--- src/hw/rtl/ddo_pkg.sv ---
package ddo_pkg;

  localparam int unsigned CORDIC_STEPS_DEF = 24;
  localparam int unsigned CORDIC_MAX       = 32;

  localparam logic [31:0] RADIUS_RST   = 32'd6554;
  localparam logic [31:0] SEP_RST      = 32'd32768;
  localparam logic [31:0] INV_TWO_PI   = 32'd683565276;
  localparam logic [33:0] CORDIC_GAIN  = 34'd652032874;

  localparam logic CFG_RADIUS = 1'b0;
  localparam logic CFG_SEP    = 1'b1;

  typedef logic [32:0] mul_op_t;
  typedef logic [65:0] mul_res_t;

  function automatic logic [31:0] atan_turn(input logic [4:0] idx);
    logic [31:0] t;
    unique case (idx)
      5'd0:  t = 32'h20000000;
      5'd1:  t = 32'h12E4051E;
      5'd2:  t = 32'h09FB385B;
      5'd3:  t = 32'h051111D4;
      5'd4:  t = 32'h028B0D43;
      5'd5:  t = 32'h0145D7E1;
      5'd6:  t = 32'h00A2F61E;
      5'd7:  t = 32'h00517C55;
      5'd8:  t = 32'h0028BE53;
      5'd9:  t = 32'h00145F2F;
      5'd10: t = 32'h000A2F98;
      5'd11: t = 32'h000517CC;
      5'd12: t = 32'h00028BE6;
      5'd13: t = 32'h000145F3;
      5'd14: t = 32'h0000A2FA;
      5'd15: t = 32'h0000517D;
      5'd16: t = 32'h000028BE;
      5'd17: t = 32'h0000145F;
      5'd18: t = 32'h00000A30;
      5'd19: t = 32'h00000518;
      5'd20: t = 32'h0000028C;
      5'd21: t = 32'h00000146;
      5'd22: t = 32'h000000A3;
      5'd23: t = 32'h00000051;
      5'd24: t = 32'h00000029;
      5'd25: t = 32'h00000014;
      5'd26: t = 32'h0000000A;
      5'd27: t = 32'h00000005;
      5'd28: t = 32'h00000003;
      5'd29: t = 32'h00000001;
      5'd30: t = 32'h00000001;
      default: t = 32'h00000000;
    endcase
    return t;
  endfunction

  // Signed saturation of a sign and magnitude to 32 bits.
  function automatic logic [31:0] sat32(input logic neg, input logic [64:0] mag);
    logic [31:0] r;
    if (neg) begin
      r = (mag > 65'h80000000) ? 32'h80000000 : (32'd0 - mag[31:0]);
    end else begin
      r = (mag > 65'h7FFFFFFF) ? 32'h7FFFFFFF : mag[31:0];
    end
    return r;
  endfunction

  function automatic logic [31:0] abs32(input logic [31:0] v);
    return v[31] ? (32'd0 - v) : v;
  endfunction

endpackage

--- src/hw/rtl/ddo_mul.sv ---
module ddo_mul
  import ddo_pkg::*;
(
  input  logic     clk,
  input  mul_op_t  op_a,
  input  mul_op_t  op_b,
  output mul_res_t prod
);

  mul_res_t prod_r;

  always_ff @(posedge clk) begin
    prod_r <= {33'd0, op_a} * {33'd0, op_b};
  end

  assign prod = prod_r;

endmodule

--- config.mk ---
export PLATFORM = sky130hd
export DESIGN_NAME = ddo_mul
export DESIGN_NICKNAME = d
export VERILOG_FILES = /design/src/hw/rtl/ddo_pkg.sv /design/src/hw/rtl/ddo_mul.sv
export SDC_FILE = /design/constraint.sdc
export NUM_CORES = 2
export LEC_CHECK = 0
export BUFFER_PORTS_ARGS = -buffer_cell sky130_fd_sc_hd__buf_4
export CAP_MARGIN = 30
export CORE_ASPECT_RATIO = 0.7
export CORE_UTILIZATION = 45
export DETAILED_ROUTE_END_ITERATION = 8
export PLACE_DENSITY = 0.71
export REMOVE_ABC_BUFFERS = 1
export SYNTH_ARGS = -nofsm -noshare
export SYNTH_HDL_FRONTEND = slang
export SYNTH_SLANG_ARGS = --single-unit
--- constraint.sdc ---
create_clock -name clk -period 7.3 [get_ports clk]
set_input_delay 0.73 -clock clk [delete_from_list [all_inputs] [get_ports clk]]
set_output_delay 0.73 -clock clk [all_outputs]
set_load 0.005 [all_outputs]
# Word level (Yosys, flattened, before mapping)
# Index checks and enable logic that the tools add are counted.
# op_classes
multipliers,1
# ops
operator,n
$mul A33 B33 Y66,1
# word_totals
regBits,66
inputBits,67
out_inout_bits,66
elab_cells,2

# Longest topological paths before layout
# depth
word_depth,1
mapped_depth,30
ltp_nobuf,28

# Worst setup path after synthesis
# Ideal clock, no wire load.
# synth_timing
path_type,input-to-reg
from,input op_b[0]
to,register prod_r[58] (netlist: prod[58])
setup_ps,72
arrival_time_ps,7762
t_required_ps,7228
path_slack_ps,-534
stages,28
path_buffers,2
path_cell_list,clkbuf_1 > and2_1 > fa_1 > inv_1 > fa_1 > inv_1 > fa_1 > inv_1 > fa_1 > inv_1 > fa_1 > fa_1 > fa_1 > inv_1 > fa_1 > inv_1 > ha_1 > buf_2 > nand2_1 > or4_1 > or3_1 > o22ai_1 > o211a_1 > o21ai_2 > nand3b_4 > o31a_1 > o21ai_2 > xor2_1
# synth_between
elab_chain_cells,1
# synth_rtl
element,line_no,rtl
from (decl),ddo_mul.sv:6,"input mul_op_t op_b,"
$mul A33 B33 Y66,ddo_mul.sv:13,"prod_r <= {33'd0, op_a} * {33'd0, op_b};"
to (signal assigned),ddo_mul.sv:13,
to (decl),ddo_mul.sv:10,mul_res_t prod_r;
# No other way between the ends.

# Final worst setup path
# layout_timing
from,input op_b[0]
to,register prod_r[54] (netlist: prod[54])
# Same word-level chain as after synthesis.

==> reports/qor.yml <==
route:
  wl_um: 106000
  vias: 27639
  via_per_inst: 5.05
  drcViolationCount: 0
  dr.pass1.iters: 5
  ant_nets: 0
  drtIter0Drc: 2676
  wire_per_inst_um: 19.3
cts:
  cts_max_level: 3
  path_clk_slew_ns: 0.07
  ctsLongestPathBuffers: 2
  cts.sinks: 66
  tritoncts: "yes"
  holdBufCountCts: 0
  cts_buffers: 9
  ctsRootBufferMaster: "clkbuf_16"
synthesis:
  yosys.area_share.adder: 0.615
  synthSimpleGateAreaFrac: 0.170
  synth_compound_area_frac: 0.0345
  synth_edf_count: 0
  synth_xor_area_frac: 0.0156
  ys.flop_type: "dfxtp_1"
  yosysSeqAreaShare: 0.0361
  syn_inst: 4048
  syn_area_sq_um: 36600
  synth.distinct_cells: 57
  synth_top_family_by_area: "adder cells"
  syn_avg_cell_area_sq_um: 9.04
  synth_warnings: 0
  synth_mux_area_frac: 0
  synth_seq_cells: 66
  ys_async_sr_fraction: 0
cells_and_area:
  design_area_sq_um: 43600
  area_delta_synth_final_pct: 19.2
  final_common_cell: "inv_1"
  drive_gt1_frac: 0.179
  nNetsFinal: 5693
  fin_util: 0.541
  most-common-layout-cells: "inv_1, fa_1, nand2_1, and2_1, buf_4"
  largest_reg_flops: 66
min_path:
  hold_class: "input pin to register"
  hp-start: "op_b[0]"
  holdPathStages: 3
  worstHoldEndpoint: "prod[0]$_DFF_P_"
floorplan:
  row_count: 87
  io_pins: 133
  die_h_um: 241
  die_w_um: 343
  dieArea_sq_um: 82500
  core_area_sq_um: 80600
  start_util: 0.454
job:
  cap_viol_max_count: 0
sta:
  finalWorstSetupSlack_ns: -0.384
  tightestPinTransition_ns: 0.455
  finalSetupViolations: 29
  hold_viol_final: 0
  hold_ws_ns: 0.912
  max_freq_ghz: 0.130
  fin_tns_setup_ns: -4.93
  slew-limit-headroom: 0.694
  final-max-slew-violation-count: 0
  period_share: 1.05
  rsz0062_at_grt: "yes"
  fin_crit_ns: 7.68
global_routing:
  grt_pass1_wl_um: 168000
  grt_start_max_net_pins: 26
  grt_pass1_vias: 28801
  grt_overflow: 0
  grt_usage: 0.266
  antenna_found_initial: 1
setup_path:
  arrival_ns: 7.94
  required_ns: 7.56
  startpoint_type: "input pin"
  crit_type: "input pin to register"
  crit_path_top_delay_cell: "or4_4"
  worst-path-buf-inv: 8
  path_common_cell: "fa_1"
  critPathLaunch: "op_b[0]"
  cp_top_family: "adder cells"
  end_kind: "register"
  cp_max_fo: 6
  max_stage_delay_ns: 0.56
outcome:
  status: "finished with violations"
  violations: "setup timing"
placed_design:
  gp_congestion: 0.980
  place_area_sq_um: 41200
  place_hpwl_um: 91600
  port_buffers: 132
==> what timing repair did <==
action	in CTS	in global routing
resized for setup	191	220
cloned	1	6
setup buffers	16	31
pin swaps	89	124
endpoints found under the setup margin	31	40
==> logic make-up after synthesis <==
group	after synthesis
buffers and inverters	1260
and+or+nand+nor	1233
adders and majority gates	1223
AOI/OAI and AO/OA	201
DFF	66
xor gates and xnor gates	65
==> Yosys cell counts (3+ instances only) <==
| cell | n | area (sq um) |
|---|---|---|
| a21boi_1 | 3 | 22.5 |
| nand3_1 | 10 | 50.1 |
| clkbuf_1 | 209 | 785 |
| o21ai_1 | 23 | 115 |
| and3_1 | 7 | 43.8 |
| and4_1 | 4 | 35.0 |
| xnor2_1 | 41 | 359 |
| a31oi_1 | 6 | 37.5 |
| xor2_1 | 24 | 210 |
| ha_1 | 265 | 3320 |
| nor2_1 | 33 | 124 |
| and2_1 | 574 | 3590 |
| inv_1 | 1048 | 3930 |
| o21a_1 | 7 | 52.6 |
| nor3_1 | 4 | 20.0 |
| o21ai_0 | 15 | 75.1 |
| nand2_1 | 567 | 2130 |
| a21oi_1 | 73 | 365 |
| o31ai_1 | 3 | 22.5 |
| fa_1 | 958 | 19200 |
| o21bai_1 | 8 | 60.1 |
| nand4_1 | 16 | 100 |
| a21o_1 | 31 | 233 |
| nor2b_1 | 6 | 37.5 |
| dfxtp_1 | 66 | 1320 |
| a211oi_1 | 5 | 37.5 |
==> area by class of cell <==
class,instances,area (sq um)
timing repair buffer,555,5080
clock buffer,9,225
tap,1068,1340
multi-input combinational,2722,31600
fill,7069,36900
antenna,2,5.00
clock inverter,7,100
sequential,66,1320
inverter,1049,3940
==> per-stage QoR <==
stage | cells | worst slack [ns]
2_1_floorplan | 3837 | -0.366
3_3_place_gp | 5419 | -1.07
3_5_place_dp | 5419 | -1.12
4_1_cts | 5451 | -0.327
5_1_grt | 5476 | -0.573
6_report | 5478 | -0.384
==> worst max path at each step <==
stage | endpoint | slack, ns | cells past startpoint
after floorplan | prod[58]$_DFF_P_ | -0.37 | 26
final | prod[54]$_DFF_P_ | -0.38 | 27
after global routing | prod[58]$_DFF_P_ | -0.57 | 27
after global placement | prod[64]$_DFF_P_ | -1.07 | 30
after CTS | prod[58]$_DFF_P_ | -0.33 | 28
after detailed placement | prod[64]$_DFF_P_ | -1.12 | 30
==> metal layers <==
metal | part of all wire | wire, um | global-route usage | vias up
met5 | 0.0015 | 155 | 0 | -
met4 | 0.015 | 1620 | 0.0368 | 2
met3 | 0.12 | 13000 | 0.0875 | 106
met2 | 0.41 | 43000 | 0.370 | 1285
met1 | 0.45 | 48000 | 0.407 | 14011
li1 | - | - | - | 12235
==> worst min-delay path: stages <==
cell    delay (ns)
buf_16        0.12
buf_4         0.25
and2_1        0.16
Power is left out: the tool's default activity adds up to more than one toggle a clock period on the data nets, which glitch-free logic cannot reach.
