<file path="src/hw/rtl/ddo_div.sv">
module ddo_div (
  input  logic        clk,
  input  logic        rst_n,
  input  logic        start,
  input  logic [64:0] dividend,
  input  logic [31:0] divisor,
  output logic [64:0] quotient,
  output logic        done
);

  logic [64:0] quo_r;
  logic [31:0] rem_r;
  logic [31:0] dvs_r;
  logic [6:0]  cnt_r;
  logic        busy_r;
  logic        done_r;
  logic [32:0] shifted;
  logic [33:0] trial;

  assign shifted = {rem_r, quo_r[64]};
  assign trial   = {1'b0, shifted} - {2'b00, dvs_r};

  always_ff @(posedge clk) begin
    if (!rst_n) begin
      busy_r <= 1'b0;
      done_r <= 1'b0;
      cnt_r  <= 7'd0;
    end else if (start) begin
      busy_r <= 1'b1;
      done_r <= 1'b0;
      cnt_r  <= 7'd0;
    end else if (busy_r) begin
      cnt_r <= cnt_r + 7'd1;
      if (cnt_r == 7'd64) begin
        busy_r <= 1'b0;
        done_r <= 1'b1;
      end
    end
  end

  // restoring division, one quotient bit per cycle
  always_ff @(posedge clk) begin
    if (start) begin
      quo_r <= dividend;
      rem_r <= 32'd0;
      dvs_r <= divisor;
    end else if (busy_r) begin
      if (!trial[33]) begin
        rem_r <= trial[31:0];
        quo_r <= {quo_r[63:0], 1'b1};
      end else begin
        rem_r <= shifted[31:0];
        quo_r <= {quo_r[63:0], 1'b0};
      end
    end
  end

  assign quotient = quo_r;
  assign done     = done_r;

endmodule

</file>
<file path="config.mk">
export PLATFORM = sky130hd
export DESIGN_NAME = ddo_div
export DESIGN_NICKNAME = d
export VERILOG_FILES = /design/src/hw/rtl/ddo_div.sv
export SDC_FILE = /design/constraint.sdc
export NUM_CORES = 1
export LEC_CHECK = 0
export ABC_AREA = 1
export BUFFER_PORTS_ARGS = -buffer_cell sky130_fd_sc_hd__buf_2
export CORE_ASPECT_RATIO = 1.1
export CORE_UTILIZATION = 51
export CTS_BUF_LIST = sky130_fd_sc_hd__clkbuf_4 sky130_fd_sc_hd__clkbuf_8 sky130_fd_sc_hd__clkbuf_16
export CTS_CLUSTER_SIZE = 14
export DETAILED_ROUTE_END_ITERATION = 12
export HOLD_SLACK_MARGIN = 0.08
export PLACE_DENSITY = 0.78
export SYNTH_ARGS = -nofsm -noshare
export SYNTH_HDL_FRONTEND = slang
export SYNTH_SLANG_ARGS = --single-unit
</file>
<file path="constraint.sdc">
create_clock -name clk -period 3.16 [get_ports clk]
set_input_delay 0.316 -clock clk [delete_from_list [all_inputs] [get_ports clk]]
set_output_delay 0.316 -clock clk [all_outputs]
set_load 0.005 [all_outputs]
</file>
[Yosys cells after proc, flatten, opt, wreduce, memory -nomap -nowiden]
Cells that the tools add are included.
Storage, ports and cells
  flip-flop bits (word level): 138
  input port bits: 100
  output and inout port bits: 66
  word-level logic and storage cells: 20
Operators by class
  add/sub/neg operators: 2
  eq/ne operators: 1
  muxes and demuxes: 7
  bitwise logic cells: 1
  reduce and logical (&&, ||, !) cells: 3
Operators by type and width (count)
  2-to-1 mux 65 bit: 2
  subtractor 33 x 32 -> 34 bit: 1
  2-to-1 mux 32 bit: 1
  adder 7 x 1 -> 7 bit, second input constant: 1
  == test 7 bit, second input constant: 1
  2-to-1 mux 1 bit: 4
  AND reduction 2 bit: 1
  nonzero test 2 bit: 1
  OR reduction 2 bit: 1
  NOT 1 bit: 1

[Logic depth before layout (Yosys ltp)]
  word-level depth: 4
  gate-level depth with buffers: 18
  gate-level depth less buffers: 16

[Worst setup path before layout]
Ideal clock, no wire load.
  kind: register to register
  start: reg busy_r
  end: reg quo_r[0] (netlist: quotient[0]) (enable)
  setup time: 0.455 ns
  arrival: 2.556 ns
  data required time: 2.705 ns
  slack: 0.148 ns
  cell stages (with the launch flop): 4
  buffers on the path: 1
  clock period less this slack: 3.012 ns
  cell sequence: dfxtp_1 > nor2_1 > inv_1 > clkbuf_1
On the way
  word-level cells in the longest chain between the ends: 1
RTL lines
  start: declaration: line 15  | logic busy_r;
  start signal: assignment: line 25  | busy_r <= 1'b0;
  start signal: assignment: line 29  | busy_r <= 1'b1;
  start signal: assignment: line 35  | busy_r <= 1'b0;
  nonzero test 2 bit (no line)
  end signal: assignment: line 44  | quo_r <= dividend;
  end signal: assignment: line 50  | quo_r <= {quo_r[63:0], 1'b1};
  end signal: assignment: line 53  | quo_r <= {quo_r[63:0], 1'b0};
  end: declaration: line 11  | logic [64:0] quo_r;
No other way between the ends.
A chain may end at the register's enable or synchronous reset.

[Final worst setup path]
  start: reg dvs_r[21]
  end: reg rem_r[0]
On the way
  word-level cells in the longest chain between the ends: 2
RTL lines
  start: declaration: line 13  | logic [31:0] dvs_r;
  start signal: assignment: line 46  | dvs_r <= divisor;
  subtractor 33 x 32 -> 34 bit: line 21  | assign trial = {1'b0, shifted} - {2'b00, dvs_r};
  2-to-1 mux 32 bit: line 48  | if (!trial[33]) begin
  end signal: assignment: line 49  | rem_r <= trial[31:0];
  end signal: assignment: line 52  | rem_r <= shifted[31:0];
  end: declaration: line 12  | logic [31:0] rem_r;
No other way between the ends.

==> impl_results.md <==
- Status: complete, no violations
- Initial antenna violation count: 1
- Core area: 15900 um^2
- Routability cong.: 0.990
- Final Instance Area: 10200 um^2
- Ys Warns: 0
- Via Count: 7874
- Crit-path slowest cell: nand2_4
- Initial Util: 0.528
- Pins Over Slew Limit: 0
- Critical-path cell list: inv_1, ha_1, nand2_1, inv_2, nand2_2, inv_2, nand2_1, nor2_2, nand2_4, nand2_4, nand2_1, nand3_1, o21ai_0
- Die W: 124 um
- I/O Buffers: 165
- PD cells: 462 nW/um^2
- Cts bufs inserted: 17
- Post-synth top cells: nand2_1 (509), inv_1 (187), edfxtp_1 (97)
- Ys async rst share: 0
- Mux contribution to synthesized area: 0
- Die ar.: 16900 um^2
- Startpoint types: flop
- Avg Inst Size Synth: 7.27 um^2
- Pin count of the biggest net entering global routing: 53
- Overall routing resource usage: 0.277
- Hold/Removal Path Class: in2reg
- WL met2: 10700 um
- Most used cell, CP: nand2_1
- Adder-Cell Fraction of Synth Area: 0.0532
- Worst ir drop on vdd: 402 uV
- Max Buffers Root-to-Sink: 2
- Clock root buffer master: clkbuf_16
- Share of post-route cells with drive strength above 1: 0.175
- First-pass GRT wire length: 35500 um
- Metal3 WL: 1560 um
- Synth Cell Area: 8370 um^2
- Top routing layer in use: met5
- N_diodes: 0
- CP max FO: 35
- Top Ports: 166
- Syn Nets: 1286
- Clk_lat worst skew: 430 ps
- Main combinational cell family by area after synthesis: simple AND/OR/NAND/NOR gates
- Drt drc: 0
- Worst-Margin Slew: 715 ps
- Main synth FF type: edfxtp_1
- Simple-gate share of the synthesized area: 0.347
- Setup CP Type: reg2reg
- H-tree levels: 4
- First-pass iteration count of the detailed router: 5
- Crit path launch: dvs_r[21]
- Drt first-iter violations: 533
- Final hold vios: 0
- Overall Power: 4.73 mW
- Routed Antenna Nets: 0
- Setup TNS: 0 ps
- Seq/Total Area, Yosys: 0.446
- Clock slew at reported path FFs: 70 ps
- Seq cells post-synth: 138
- Data arrival time of the worst path: 2840 ps
- Hpwl dp: 16500 um
- Critical Path RT: 3450 ps
- CTS tree: built
- M1 wire length: 9210 um
- Clock Skews: 10.4 ps
- Via/cell ratio: 5.06
- Post-Synth XOR/XNOR Area: 0.0147
- Wire length per cell: 14.2 um
- Final net count: 1479
- Unique masters post-synth: 36
- Largest area contributor in the netlist: edfxtp_1
- Place WS: 619 ps
- Vias in the first global route: 7489
- Synth-to-Final Area Change: 22.4%
- GRT overflow: 0
- Cell count after synthesis: 1151
- Worst R2R Start: dvs_r[21]
- Lkg Pwr: 5.54 nW
- Final WS setup: 612 ps
- Compound-gate portion of the synthesized area: 0.0317
- Final setup fails: 0
- Ranking of synthesized cells by area: edfxtp_1 (35%), nand2_1 (23%), dfxtp_1 (9.8%)
- Relative slew slack: 0.523
- Min Tclk post-route: 2550 ps
- Maximum clock rate: 392 MHz
- Yosys top cell area share: 0.348
- Clock sink count: 138
- Placed cell area: 9350 um^2
- CP Capture Type: flop
- Min-Delay Startpoint: divisor[16]
- Tcrit/Tclk final: 0.806
- Final Routed Wirelength: 22200 um
- RSZ-0062 raised after global routing: no
- Filler cell count: 1460
- Die Y: 136 um
- Top-count cell post-synth: nand2_1
- Max-Cap Viols: 0
- Post-synth EDFFs: 97
- Critical Path Max Stage Delay: 430 ps
- Row count: 48
==> worst max-delay path, delay by kind of cell, from the launching register on <==
family                   cells  cell delay [ps]
AO/OA/AOI/OAI                1               70
buffers and inverters        3              210
flip-flops                   1              320
adder cells (fa/ha/maj)      1              390
AND/OR/NAND/NOR              8             1400
==> timing repair <==
action,in CTS,in global routing
buffers inserted,0,0
gates resized for setup,0,0
hold endpoints to repair,30,1
hold buffers,30,1
==> sequential cells by signal, indices dropped and copies added (netlist names) <==
name      count
quotient     65
dvs_r        32
rem_r        32
cnt_r         7
busy_r        1
done          1
==> per-stage QoR <==
stage	util	hold slack, ps	std cells
3_3_place_gp	0.590	454	1494
2_1_floorplan	-	415	1151
5_1_grt	0.646	110	1557
3_5_place_dp	0.590	456	1494
6_report	0.646	112	1557
4_1_cts	0.646	85.3	1556
==> kinds of logic after synthesis <==
kind of cell / count (synthesis)
compound gates: 47
fa+ha+maj: 35
buf+inv: 224
xor+xnor: 14
flops: 138
simple gates: 693
==> where the power goes <==
group	switching, mW	leakage (nW)	internal, mW	total [mW]
logic	0.336	3.94	0.239	0.575
clock network	0.889	0.286	1.12	2.01
registers	0.0641	1.31	2.09	2.15
total	1.29	5.54	3.44	4.73
==> cells in the final DEF (no fill, tap or decap), types with 13 or more instances in the layout <==
cell type / Yosys / layout
o21ai_1: 14 / 14
clkbuf_16: 0 / 17
nand2_1: 509 / 509
a21oi_1: 21 / 21
inv_1: 187 / 185
dfxtp_1: 41 / 41
ha_1: 34 / 34
nand3b_1: 13 / 13
buf_2: 4 / 164
dlygate4sd3_1: 0 / 31
nand3_1: 84 / 84
nor2_1: 46 / 45
edfxtp_1: 97 / 97
==> path summary, 6_finish.rpt <==
path / to / slack [ps] / depth (start not counted)
setup / recovery: rem_r[0] / 610 / 13
hold reg to reg: rem_r[22] / 470 / 2
hold / removal: dvs_r[16] / 110 / 1
setup reg to reg: rem_r[0] / 610 / 13
==> layer usage <==
metal / GRT usage / vias up
met5: 0 / -
met4: 0.128 / 2
met3: 0.0617 / 55
met2: 0.458 / 284
met1: 0.339 / 3570
li1: - / 3963
==> layout make-up <==
type                       instances  area [um^2]  area share
tap                              200          250      0.0244
inverter                         194          728      0.0711
clock buffer                      17          425      0.0415
timing repair buffer             204         1210       0.118
multi-input combinational        789         3740       0.365
clock inverter                    15          158      0.0154
sequential                       138         3730       0.364
(Power assumes the default switching activity.)
