<file path="config.mk">
export PLATFORM = sky130hd
export DESIGN_NAME = ddo_cordic
export DESIGN_NICKNAME = d
export VERILOG_FILES = /design/src/hw/rtl/ddo_pkg.sv /design/src/hw/rtl/ddo_cordic.sv
export SDC_FILE = /design/constraint.sdc
export NUM_CORES = 1
export LEC_CHECK = 0
export CORE_UTILIZATION = 31
export DETAILED_ROUTE_END_ITERATION = 6
export DONT_BUFFER_PORTS = 1
export PLACE_DENSITY_LB_ADDON = 0.25
export SKIP_CTS_REPAIR_TIMING = 1
export SYNTH_ARGS = -nofsm -noshare
export SYNTH_HDL_FRONTEND = slang
export SYNTH_SLANG_ARGS = --single-unit
</file>
<file path="constraint.sdc">
create_clock -name clk -period 6.76 [get_ports clk]
set_input_delay 0.676 -clock clk [delete_from_list [all_inputs] [get_ports clk]]
set_output_delay 0.676 -clock clk [all_outputs]
set_load 0.03 [all_outputs]
</file>
<file path="src/hw/rtl/ddo_pkg.sv">
package ddo_pkg;

  localparam int unsigned CORDIC_STEPS_DEF = 24;
  localparam int unsigned CORDIC_MAX       = 32;

  localparam logic [31:0] RADIUS_RST   = 32'd6554;
  localparam logic [31:0] SEP_RST      = 32'd32768;
  localparam logic [31:0] INV_TWO_PI   = 32'd683565276;
  localparam logic [33:0] CORDIC_GAIN  = 34'd652032874;

  localparam logic CFG_RADIUS = 1'b0;
  localparam logic CFG_SEP    = 1'b1;

  typedef logic [32:0] mul_op_t;
  typedef logic [65:0] mul_res_t;

  function automatic logic [31:0] atan_turn(input logic [4:0] idx);
    logic [31:0] t;
    unique case (idx)
      5'd0:  t = 32'h20000000;
      5'd1:  t = 32'h12E4051E;
      5'd2:  t = 32'h09FB385B;
      5'd3:  t = 32'h051111D4;
      5'd4:  t = 32'h028B0D43;
      5'd5:  t = 32'h0145D7E1;
      5'd6:  t = 32'h00A2F61E;
      5'd7:  t = 32'h00517C55;
      5'd8:  t = 32'h0028BE53;
      5'd9:  t = 32'h00145F2F;
      5'd10: t = 32'h000A2F98;
      5'd11: t = 32'h000517CC;
      5'd12: t = 32'h00028BE6;
      5'd13: t = 32'h000145F3;
      5'd14: t = 32'h0000A2FA;
      5'd15: t = 32'h0000517D;
      5'd16: t = 32'h000028BE;
      5'd17: t = 32'h0000145F;
      5'd18: t = 32'h00000A30;
      5'd19: t = 32'h00000518;
      5'd20: t = 32'h0000028C;
      5'd21: t = 32'h00000146;
      5'd22: t = 32'h000000A3;
      5'd23: t = 32'h00000051;
      5'd24: t = 32'h00000029;
      5'd25: t = 32'h00000014;
      5'd26: t = 32'h0000000A;
      5'd27: t = 32'h00000005;
      5'd28: t = 32'h00000003;
      5'd29: t = 32'h00000001;
      5'd30: t = 32'h00000001;
      default: t = 32'h00000000;
    endcase
    return t;
  endfunction

  // Signed saturation of a sign and magnitude to 32 bits.
  function automatic logic [31:0] sat32(input logic neg, input logic [64:0] mag);
    logic [31:0] r;
    if (neg) begin
      r = (mag > 65'h80000000) ? 32'h80000000 : (32'd0 - mag[31:0]);
    end else begin
      r = (mag > 65'h7FFFFFFF) ? 32'h7FFFFFFF : mag[31:0];
    end
    return r;
  endfunction

  function automatic logic [31:0] abs32(input logic [31:0] v);
    return v[31] ? (32'd0 - v) : v;
  endfunction

endpackage

</file>
<file path="src/hw/rtl/ddo_cordic.sv">
module ddo_cordic
  import ddo_pkg::*;
#(
  parameter int unsigned CORDIC_STEPS = CORDIC_STEPS_DEF
) (
  input  logic        clk,
  input  logic        rst_n,
  input  logic        start,
  input  logic [31:0] angle,
  output logic [33:0] cos_out,
  output logic [33:0] sin_out,
  output logic        done
);

  localparam int unsigned NSTEP = (CORDIC_STEPS < CORDIC_MAX) ? CORDIC_STEPS : CORDIC_MAX;

  logic signed [33:0] x_r, y_r, z_r;
  logic [5:0]         i_r;
  logic               busy_r, done_r, flip_r;
  logic signed [33:0] z_in, z_alt, xs, ys;
  logic [31:0]        alt_ang;

  assign z_in    = {{2{angle[31]}}, angle};
  assign alt_ang = angle + 32'h80000000;
  assign z_alt   = {{2{alt_ang[31]}}, alt_ang};
  assign xs      = x_r >>> i_r[4:0];
  assign ys      = y_r >>> i_r[4:0];

  always_ff @(posedge clk) begin
    if (!rst_n) begin
      busy_r <= 1'b0;
      done_r <= 1'b0;
      i_r    <= 6'd0;
    end else if (start) begin
      busy_r <= 1'b1;
      done_r <= 1'b0;
      i_r    <= 6'd0;
    end else if (busy_r) begin
      if (i_r == 6'(NSTEP)) begin
        busy_r <= 1'b0;
        done_r <= 1'b1;
      end else begin
        i_r <= i_r + 6'd1;
      end
    end
  end

  always_ff @(posedge clk) begin
    if (start) begin
      x_r <= CORDIC_GAIN;
      y_r <= 34'sd0;
      // fold into the right half-plane, undo with a sign flip at the end
      if (z_in > 34'sh40000000 || z_in < -34'sh40000000) begin
        z_r    <= z_alt;
        flip_r <= 1'b1;
      end else begin
        z_r    <= z_in;
        flip_r <= 1'b0;
      end
    end else if (busy_r && i_r != 6'(NSTEP)) begin
      if (!z_r[33]) begin
        x_r <= x_r - ys;
        y_r <= y_r + xs;
        z_r <= z_r - {2'b00, atan_turn(i_r[4:0])};
      end else begin
        x_r <= x_r + ys;
        y_r <= y_r - xs;
        z_r <= z_r + {2'b00, atan_turn(i_r[4:0])};
      end
    end
  end

  assign cos_out = flip_r ? (34'd0 - x_r) : x_r;
  assign sin_out = flip_r ? (34'd0 - y_r) : y_r;
  assign done    = done_r;

endmodule

</file>
Word level (Yosys, flattened, before mapping)

Memory sizes are Yosys's and may differ from the RTL's. A register that Yosys moved wholly into a read port is not among the register bits.
Cells that the tools add are included.

Register bits after elaboration: 111
Bits in read-only memories: 1920
Input bits: 35
Output and inout bits: 69
Logic and storage cells: 55
Memories kept: 2

Add/subtract/negate cells: 10
$lt $le $gt $ge: 2
Equal/unequal tests: 2
Shifts and indexed selects: 2
Multiplexer cells: 22
Bitwise logic cells: 2
Reductions and logical operators: 6

Memory list:

| name            | words | bits a word | rd ports | clocked after memory_dff | wr ports | line          | text |
|---|---|---|---|---|---|---|---|
| (no name shown) | 32    | 30          | 1        | 1                        | 0        | ddo_pkg.sv:19 | `unique case (idx)` |
| (no name shown) | 32    | 30          | 1        | 1                        | 0        | ddo_pkg.sv:19 |  |

Operator list:

| cell                                                                   | number |
|---|---|
| 34-bit two-way mux                                                     | 8 |
| 32-bit two-way mux                                                     | 6 |
| 34-bit adder                                                           | 2 |
| 34-bit by 5-bit >>> shifter with 34-bit output                         | 2 |
| 1-bit by 34-bit subtractor with 34-bit output, first input constant    | 2 |
| 34-bit subtractor                                                      | 2 |
| 34-bit by 32-bit adder with 34-bit output                              | 1 |
| 34-bit by 32-bit subtractor with 34-bit output                         | 1 |
| 32-bit adder, second input constant                                    | 1 |
| 32-bit > comparator, second input constant                             | 1 |
| 32-bit by 31-bit < comparator with 1-bit output, second input constant | 1 |
| 5-bit two-way mux                                                      | 4 |
| 6-bit by 1-bit adder with 6-bit output, second input constant          | 1 |
| 6-bit by 5-bit equality test with 1-bit output, second input constant  | 1 |
| 6-bit by 5-bit != test with 1-bit output, second input constant        | 1 |
| 1-bit two-way mux                                                      | 4 |
| 2-bit AND reduction                                                    | 2 |
| 1-bit inverter                                                         | 2 |
| 2-bit nonzero test                                                     | 1 |
| 2-bit OR reduction                                                     | 1 |
| 1-bit logical AND                                                      | 1 |
| 1-bit logical OR                                                       | 1 |

Logic depth before layout (Yosys ltp)

Gate-level depths: netlist of run 1.

Depth in word-level cells: 8
Mapped depth: 29
Mapped depth without buffers: 22

Worst setup path after synthesis of run 1

Ideal clock, no wire load.

Path type: flip-flop to flip-flop
Start point: register i_r[2]
End point: register x_r[33]
Setup time: 0.123 ns
Data arrival time: 5.515 ns
Required time: 6.637 ns
Setup slack: 1.122 ns
Stages on the path, launching flop included: 24
Path buffers: 3
Clock period less this slack: 5.638 ns
Cell sequence: dfxtp_1 buf_2 buf_1 clkbuf_1 mux4_2 a22oi_2 o2111ai_4 nor4_4 and4_1 nor4b_4 and3_4 nor2_1 xnor2_1 ha_1 nand4_1 or2_2 o22ai_1 a211o_1 o21ai_0 o21a_1 o211a_1 or3_1 mux2i_1 mux2_1

Longest elaborated chain between the ends: 3
Elaborated cells between the ends (all ways): 6
Those cells by class: add/sub: 2; eq/ne: 1; shift: 1; mux: 1; reduce/logical: 1

Ends and longest elaborated chain:

| what                                                     | line                               | text |
|---|---|---|
| start: declaration                                       | ddo_cordic.sv:18                   | `logic [5:0] i_r;` |
| start signal: assignment                                 | ddo_cordic.sv:43                   | `i_r <= i_r + 6'd1;` |
| 34-bit by 5-bit >>> shifter with 34-bit output           | ddo_cordic.sv:27                   | `assign ys = y_r >>> i_r[4:0];` |
| 34-bit subtractor / 34-bit adder (equally long branches) | ddo_cordic.sv:62, ddo_cordic.sv:66 |  |
| 34-bit two-way mux                                       | ddo_cordic.sv:61                   | `if (!z_r[33]) begin` |
| end signal: assignment                                   | ddo_cordic.sv:62                   | `x_r <= x_r - ys;` |
| end signal: assignment                                   | ddo_cordic.sv:66                   | `x_r <= x_r + ys;` |
| end: declaration                                         | ddo_cordic.sv:17                   | `logic signed [33:0] x_r, y_r, z_r;` |

Several ways; a longest one is shown, not always the timed one.
A chain may end at the register's enable or synchronous reset.

Worst setup path after layout of run 1

Start point: register i_r[2]
End point: register y_r[32]

Longest elaborated chain between the ends: 3
Elaborated cells between the ends (all ways): 6
Those cells by class: add/sub: 2; eq/ne: 1; shift: 1; mux: 1; reduce/logical: 1

Ends and longest elaborated chain:

| what                                                     | line                               | text |
|---|---|---|
| 34-bit by 5-bit >>> shifter with 34-bit output           | ddo_cordic.sv:26                   | `assign xs = x_r >>> i_r[4:0];` |
| 34-bit adder / 34-bit subtractor (equally long branches) | ddo_cordic.sv:63, ddo_cordic.sv:67 |  |
| 34-bit two-way mux                                       | ddo_cordic.sv:61                   |  |
| end signal: assignment                                   | ddo_cordic.sv:63                   | `y_r <= y_r + xs;` |
| end signal: assignment                                   | ddo_cordic.sv:67                   | `y_r <= y_r - xs;` |
| end: declaration                                         | ddo_cordic.sv:17                   |  |

Several ways; a longest one is shown, not always the timed one.

==> key figures, run 1 <==
Critical path
  • Crit path max fanout: 39
  • Setup CP Type: register to register
  • Critical Path AT: 6.82 ns
  • Critical Path, Cell by Cell: mux2_2, mux4_2, a221oi_1, buf_4, and4_1, and4_1, a21oi_1, xnor2_1, ha_1, inv_1, o21ai_0, a21o_1, a21oi_1, o21ai_0, a311oi_1, o31ai_1, o31ai_1, nor3_1, or3_1, a32o_1
  • Worst Path Required: 7.15 ns
  • Slowest-stage cell, CP: dfxtp_4
  • RR Startpoint: i_r[2]
  • Reg-to-reg endpoint: y_r[32]
  • Worst Reg-to-Reg Cells: 20
  • CP max stage delay: 0.72 ns
  • Crit path launch type: register
  • Endpoint type of the worst setup path: register
  • R2r setup slk: 0.33 ns

Status
  • Status: finished with violations
  • Violated checks: DRC

Timing
  • Setup_tns: 0 ns
  • RSZ-0062 raised after global routing: false
  • Fin. max-slew vios: 0
  • Clock Skews: 0.01898 ns
  • Max frequency: 155.5 MHz
  • Fin crit period: 6.429 ns
  • Slew headroom: 23.82%
  • Final Hold Viols: 0
  • Final worst path period share: 95.10%
  • Least-Margin Pin Slew: 1.138 ns
  • # setup viols final: 0

Floorplan
  • Core Rows: 89
  • Io pins: 104
  • Core ar.: 59240 sq um
  • Die area: 61270 sq um
  • Initial core utilization: 31.55%
  • Die span in y: 247.5 microns
  • Die W: 247.5 microns

Place
  • GPL Wtd Cong: 0.9928
  • Buffers on Ports: 0
  • Final HPWL DP: 54270 microns

Cells and area
  • Seq. cell area: 3187 sq um
  • Fin nets: 2418
  • Area of the multi-input gates: 14480 sq um
  • Filler cells: 6241
  • P&R area growth vs syn: 7.940%
  • Share of layout cells above drive strength 1: 11.54%

Min path
  • Hold Path Sink: busy_r
  • Worst hold start: rst_n
  • WHS Path Cells: 1
  • Class of the worst hold path: input port to register

Pwr
  • LEAKAGE: 8.022 nW
  • Peak supply drop: 0.0002567 V
  • Pwr Total: 10.72 mW
  • Power Dens Cells: 531.5 nW/um^2

CTS
  • Clock transition at path regs: 0.08 ns
  • # H-tree levels: 4
  • CTS Root Cell: clkbuf_16
  • CTS sink count: 141
  • TritonCTS buffer count: 17
  • Clock latency at the later pin of the worst-skew pair: 0.50 ns
  • CTS tree: built
  • Max Root-Sink Buffers: 2

Yosys
  • Number of synthesis warnings: 0
  • Syn Nets: 2496
  • Share of the synthesized area in the top cell type: 11.35%
  • Post-synthesis sequential area ratio: 16.98%
  • Mapped Cells: 2345
  • Commonest register cell after synthesis: dfxtp_1
  • EDFF count, synth: 35
  • Synth area leaders: dfxtp_1 11%, mux4_2 9.6%, ha_1 7.6%, xnor2_1 7.2%, edfxtp_1 5.6%
  • Yosys top cell by area: dfxtp_1
  • Ys async rst share: 0%
  • Seq cells post-synth: 141
  • Distinct cells, synth: 100
  • Average footprint of a synthesized cell: 7.970 sq um
  • Area of the mapped netlist: 18690 sq um

Detailed routing
  • Via density: 5.924
  • DRT Wirelength: 71230 microns
  • DR pass1 iterations: 7
  • Detailed-route via count: 18098
  • Final ANT Viol Nets: 0
  • # DRC: 11
  • Post-DR wirelength/cell: 23.32 microns
  • DRT iter0 DRCs: 1450

Global routing
  • Total track usage: 23.08%
  • Number of global-route vias before repair: 17184
  • Global route overflow: 0
  • Largest net degree at the start of global routing: 116
  • Initial antenna violation count: 1
  • Global-route wire length before repair: 107400 microns

Flow run
  • MaxCap Viol Count: 0
[cell usage after synthesis (all sizes together), types with 7 or more instances]
cell,number
o21bai,10
a41oi,8
mux4,86
a211oi,23
nand4,15
nor3b,8
o21ai,139
mux2i,50
or4,16
o31ai,25
ha,113
o211ai,24
a22oi,22
mux2,23
nor4,16
buf,66
nand2,278
o221ai,10
or2,10
nand3,38
xnor2,154
o41ai,9
a21oi,209
nor3,50
a21boi,7
o21a,17
clkbuf,117
o22ai,12
inv,47
and2,16
nand2b,33
dfxtp,106
and3,25
or3,15
a31oi,40
nor2b,27
a22o,11
a21o,68
xor2,82
nor2,177
edfxtp,35
[final cells by class]
class	instances	share of cell area (%)
diodes	2	0.02481
clock buffers	19	2.357
clock inverters	13	0.6636
inverters	52	0.9676
multi-input cells	1969	71.79
flip-flops and latches	141	15.80
well taps	773	4.794
repair buffers	86	3.610
[per-stage QoR]
step / setup WS (ns) / utilization [%] / hold WS (ns) / cell area (sq um) / instances
3_3_place_gp: 0.4052 / 32.93 / 0.4714 / 19510 / 3019
4_1_cts: 0.2743 / 33.96 / 0.2272 / 20120 / 3051
5_1_grt: 0.01006 / 34.04 / 0.2968 / 20170 / 3053
6_report: 0.3309 / 34.05 / 0.3174 / 20170 / 3055
3_5_place_dp: 0.3309 / 32.93 / 0.4809 / 19510 / 3019
2_1_floorplan: 1.122 / - / 0.4539 / 18690 / 2345
[worst max path at each step]
stage / startpoint / endpoint / slack [ns] / cells after the start
detailed placement: i_r[0] / y_r[32] / 0.33 / 20
floorplan: i_r[2] / x_r[33] / 1.12 / 23
global placement: i_r[1] / y_r[32] / 0.41 / 22
CTS: i_r[0] / y_r[32] / 0.27 / 20
global route: i_r[0] / x_r[30] / 0.01 / 22
finish: i_r[2] / y_r[32] / 0.33 / 20
[per-layer routing]
layer / up-vias / wire length, microns / GRT usage, % / share of wire [%]
met5: - / 0 / 0 / 0
met4: 0 / 1981 / 7.777 / 2.8
met3: 98 / 4042 / 3.958 / 5.7
met2: 605 / 34630 / 39.71 / 49
met1: 8844 / 30580 / 28.95 / 43
li1: 8551 / - / - / -
[kinds of logic (layout without fill, tap and decap cells)]
family | Yosys count | in the layout | synth area share (%)
and+or+nand+nor | 753 | 753 | 19.36
buffers and inverters | 235 | 170 | 5.644
other | 0 | 2 | 0
adders and majority gates | 116 | 116 | 7.886
xor gates and xnor gates | 236 | 236 | 11.06
muxes | 159 | 159 | 14.61
AOI/OAI and AO/OA | 705 | 705 | 24.46
DFF | 141 | 141 | 16.98
[layout by cell type (no fill, tap or decap), types with 26 or more instances in the layout]
cell type,n
nor2b_1,26
nor3_1,49
ha_1,113
nand2_1,278
nand2b_1,32
mux4_2,80
xnor2_1,154
mux2i_1,49
a21oi_1,209
xor2_1,82
o21ai_0,137
nand3_1,38
a31oi_1,40
dfxtp_1,101
edfxtp_1,35
buf_4,80
nor2_1,175
inv_1,46
a21o_1,68
[critical path: cells and delay by family, from the launching register on]
kind	cells	cell delay, ns
DFF	1	0.72
buffers and inverters	2	0.32
AOI/OAI and AO/OA	10	2.64
and+or+nand+nor	4	1.05
adders and majority gates	1	0.36
xor gates and xnor gates	1	0.25
muxes	2	0.97
[where the power goes]
part | leakage [nW] | internal [mW] | switching [mW] | total, mW
combinational | 6.49 | 3.29 | 4.73 | 8.02
sequential | 1.23 | 1.14 | 0.537 | 1.68
clock | 0.303 | 0.534 | 0.485 | 1.02
(Power assumes the default switching activity.)
==> run 2, diff against run 1 <==
--- a/config.mk
+++ b/config.mk
@@ -5,7 +5,9 @@
 export SDC_FILE = /design/constraint.sdc
 export NUM_CORES = 1
 export LEC_CHECK = 0
+export ABC_AREA = 1
 export CORE_UTILIZATION = 31
+export CTS_BUF_LIST = sky130_fd_sc_hd__clkbuf_8
 export DETAILED_ROUTE_END_ITERATION = 6
 export DONT_BUFFER_PORTS = 1
 export PLACE_DENSITY_LB_ADDON = 0.25
==> run 2 against run 1 <==
The flow still finishes with violations (DRC). Synthesized cell count is 33% higher. Die area is 0.69% lower. Critical path depth is 8 higher. Clock power is 28% lower. Total power is 27% lower. Fmax is 17% higher. Area after synthesis is 0.70% lower. Register-to-register slack better by 0.92 ns. Global-route usage is 0.92 points lower. Worst setup slack better by 0.92 ns.
==> key figures, run 2 <==
Timing
  • Fin crit period: 5.510 ns
  • Fin. max-slew vios: 0
  • Setup_tns: 0 ns
  • Clock Skews: 0.03081 ns
  • Slew headroom: 36.14%
  • Least-Margin Pin Slew: 0.9565 ns
  • # setup viols final: 0
  • Final worst path period share: 81.51%
  • Max frequency: 181.5 MHz
  • RSZ-0062 raised after global routing: false
  • Final Hold Viols: 0

Detailed routing
  • Final ANT Viol Nets: 0
  • DR pass1 iterations: 7
  • Via density: 5.263
  • DRT Wirelength: 67500 microns
  • # DRC: 14
  • Detailed-route via count: 20130
  • Post-DR wirelength/cell: 17.65 microns
  • DRT iter0 DRCs: 1608

Floorplan
  • Die span in y: 246.7 microns
  • Die area: 60850 sq um
  • Core ar.: 59130 sq um
  • Die W: 246.7 microns
  • Io pins: 104
  • Core Rows: 89
  • Initial core utilization: 31.39%

CTS
  • CTS Root Cell: clkbuf_8
  • # H-tree levels: 4
  • CTS sink count: 141
  • Max Root-Sink Buffers: 2
  • Clock latency at the later pin of the worst-skew pair: 0.60 ns
  • Clock transition at path regs: 0.10 ns
  • CTS tree: built
  • TritonCTS buffer count: 17

Critical path
  • Worst Path Required: 7.25 ns
  • Slowest-stage cell, CP: inv_2
  • Setup CP Type: register to register
  • Most used cell, CP: nand2_1
  • RR Startpoint: i_r[0]
  • Critical Path Sink: x_r[31]
  • Critical Path AT: 6.00 ns
  • Worst Reg-to-Reg Cells: 28
  • Crit path max fanout: 41
  • Reg-to-reg endpoint: x_r[31]
  • Crit path launch type: register
  • Critical Path Source: i_r[0]
  • Endpoint type of the worst setup path: register
  • CP max stage delay: 0.64 ns
  • R2r setup slk: 1.25 ns

Yosys
  • Post-synthesis sequential area ratio: 17.10%
  • Syn Nets: 3280
  • Commonest register cell after synthesis: dfxtp_1
  • Synth cell count leaders: 806 x nand2_1, 440 x nand3_1, 309 x inv_1
  • Seq cells post-synth: 141
  • Area of the mapped netlist: 18560 sq um
  • Top-count cell post-synth: nand2_1
  • Distinct cells, synth: 63
  • Mapped Cells: 3129
  • EDFF count, synth: 35
  • Number of synthesis warnings: 0
  • Ys async rst share: 0%
  • Share of the synthesized area in the top cell type: 16.30%
  • Average footprint of a synthesized cell: 5.931 sq um
  • Yosys top cell by area: nand2_1
  • Synth area leaders: nand2_1 16%, nand3_1 12%, dfxtp_1 11%, ha_1 7.6%, xor2_1 6.4%

Global routing
  • Number of global-route vias before repair: 18826
  • Largest net degree at the start of global routing: 74
  • Total track usage: 22.16%
  • Global route overflow: 0
  • Initial antenna violation count: 0
  • Global-route wire length before repair: 105100 microns

Status
  • Status: finished with violations
  • Violated checks: DRC

Pwr
  • Peak supply drop: 0.0001814 V
  • Power Dens Cells: 403.8 nW/um^2
  • LEAKAGE: 9.459 nW

Place
  • Final HPWL DP: 52270 microns
  • Buffers on Ports: 0
  • GPL Wtd Cong: 0.9600
  • Post-placement cell count: 3793

Cells and area
  • P&R area growth vs syn: 4.888%
  • Fin nets: 3190
  • Commonest non-fill, non-tap cell in the layout: nand2_1
  • Commonest non-fill, non-tap cells in the layout: 806 x nand2_1, 440 x nand3_1, 307 x inv_1
  • Share of layout cells above drive strength 1: 5.603%
  • Post-route insts no fill: 3825
  • Ant. Diodes: 0

Min path
  • Class of the worst hold path: input port to register

Flow run
  • MaxCap Viol Count: 0
run 2: changes by cell type after synthesis, moves of 33 or more:
cell,delta
mux2i_1,-49
a21o_1,-57
nand2b_1,-33
inv_1,+263
clkbuf_1,-59
xor2_1,+53
mux4_2,-80
xnor2_1,-97
nand3_1,+402
nand2_1,+528
nor2_1,+117
run 2: cells by family (layout without fill, tap and decap cells):
logic type | count (synthesis) | after routing | synth area share (%)
buffers and inverters | 457 | 380 | 9.964
flip-flops | 141 | 141 | 17.10
AO/OA/AOI/OAI | 491 | 491 | 15.01
XOR/XNOR | 192 | 192 | 9.061
AND/OR/NAND/NOR | 1732 | 1732 | 40.93
adder cells (fa/ha/maj) | 116 | 116 | 7.942
run 2: final cells by class:
cell class	instances	area, sq um
Clock buffer	17	234.0
Inverter	322	1209
Timing Repair Buffer	26	195.2
Clock inverter	15	140.1
Tap cell	773	967.2
Fill cell	6665	39660
Sequential cell	141	3177
Multi-Input combinational cell	2531	13540
run 2: metal layers:
metal	wire length (microns)	up-vias	global-route usage (%)
met3	3474	74	3.288
met4	1492	0	6.663
met5	0	-	0
met1	31440	9275	29.43
li1	-	10229	-
met2	31090	552	36.74
run 2: stage by stage:
| stage | worst slack [ns] | instance area, sq um | hold WS [ns] | power, mW | utilization [%] |
|---|---|---|---|---|---|
| final | 1.250 | 19470 | 0.2073 | 7.861 | 32.92 |
| after floorplan | 2.632 | 18560 | 0.4390 | 5.760 | - |
| after global placement | 1.361 | 19090 | 0.4522 | 7.104 | 32.29 |
| after global routing | 0.6975 | 19470 | 0.1629 | 8.665 | 32.92 |
| after CTS | 1.291 | 19470 | 0.1472 | 7.875 | 32.92 |
| after detailed placement | 1.327 | 19090 | 0.4528 | 7.093 | 32.29 |
run 2: critical path: cells and delay by family, from the launching register on:
family                   cells  cell delay (ns)
AO/OA/AOI/OAI                9             1.89
buffers and inverters        4             1.21
AND/OR/NAND/NOR             12             1.21
adder cells (fa/ha/maj)      2             0.57
flip-flops                   1             0.34
XOR/XNOR                     1             0.19
run 2: worst min-delay path by stage:
stage          slack, ns      to  depth (start not counted)   start
6_report            0.21  flip_r                          0   start
5_1_grt             0.16  flip_r                          0   start
4_1_cts             0.15  flip_r                          0   start
3_5_place_dp        0.45    done                          2  busy_r
3_3_place_gp        0.45    done                          2  busy_r
2_1_floorplan       0.44    done                          2  busy_r
run 2: power by group:
| group | switching, mW | internal (mW) | total [mW] |
|---|---|---|---|
| sequential | 0.351 | 1.07 | 1.42 |
| clock | 0.461 | 0.273 | 0.734 |
| combinational | 3.80 | 1.91 | 5.70 |
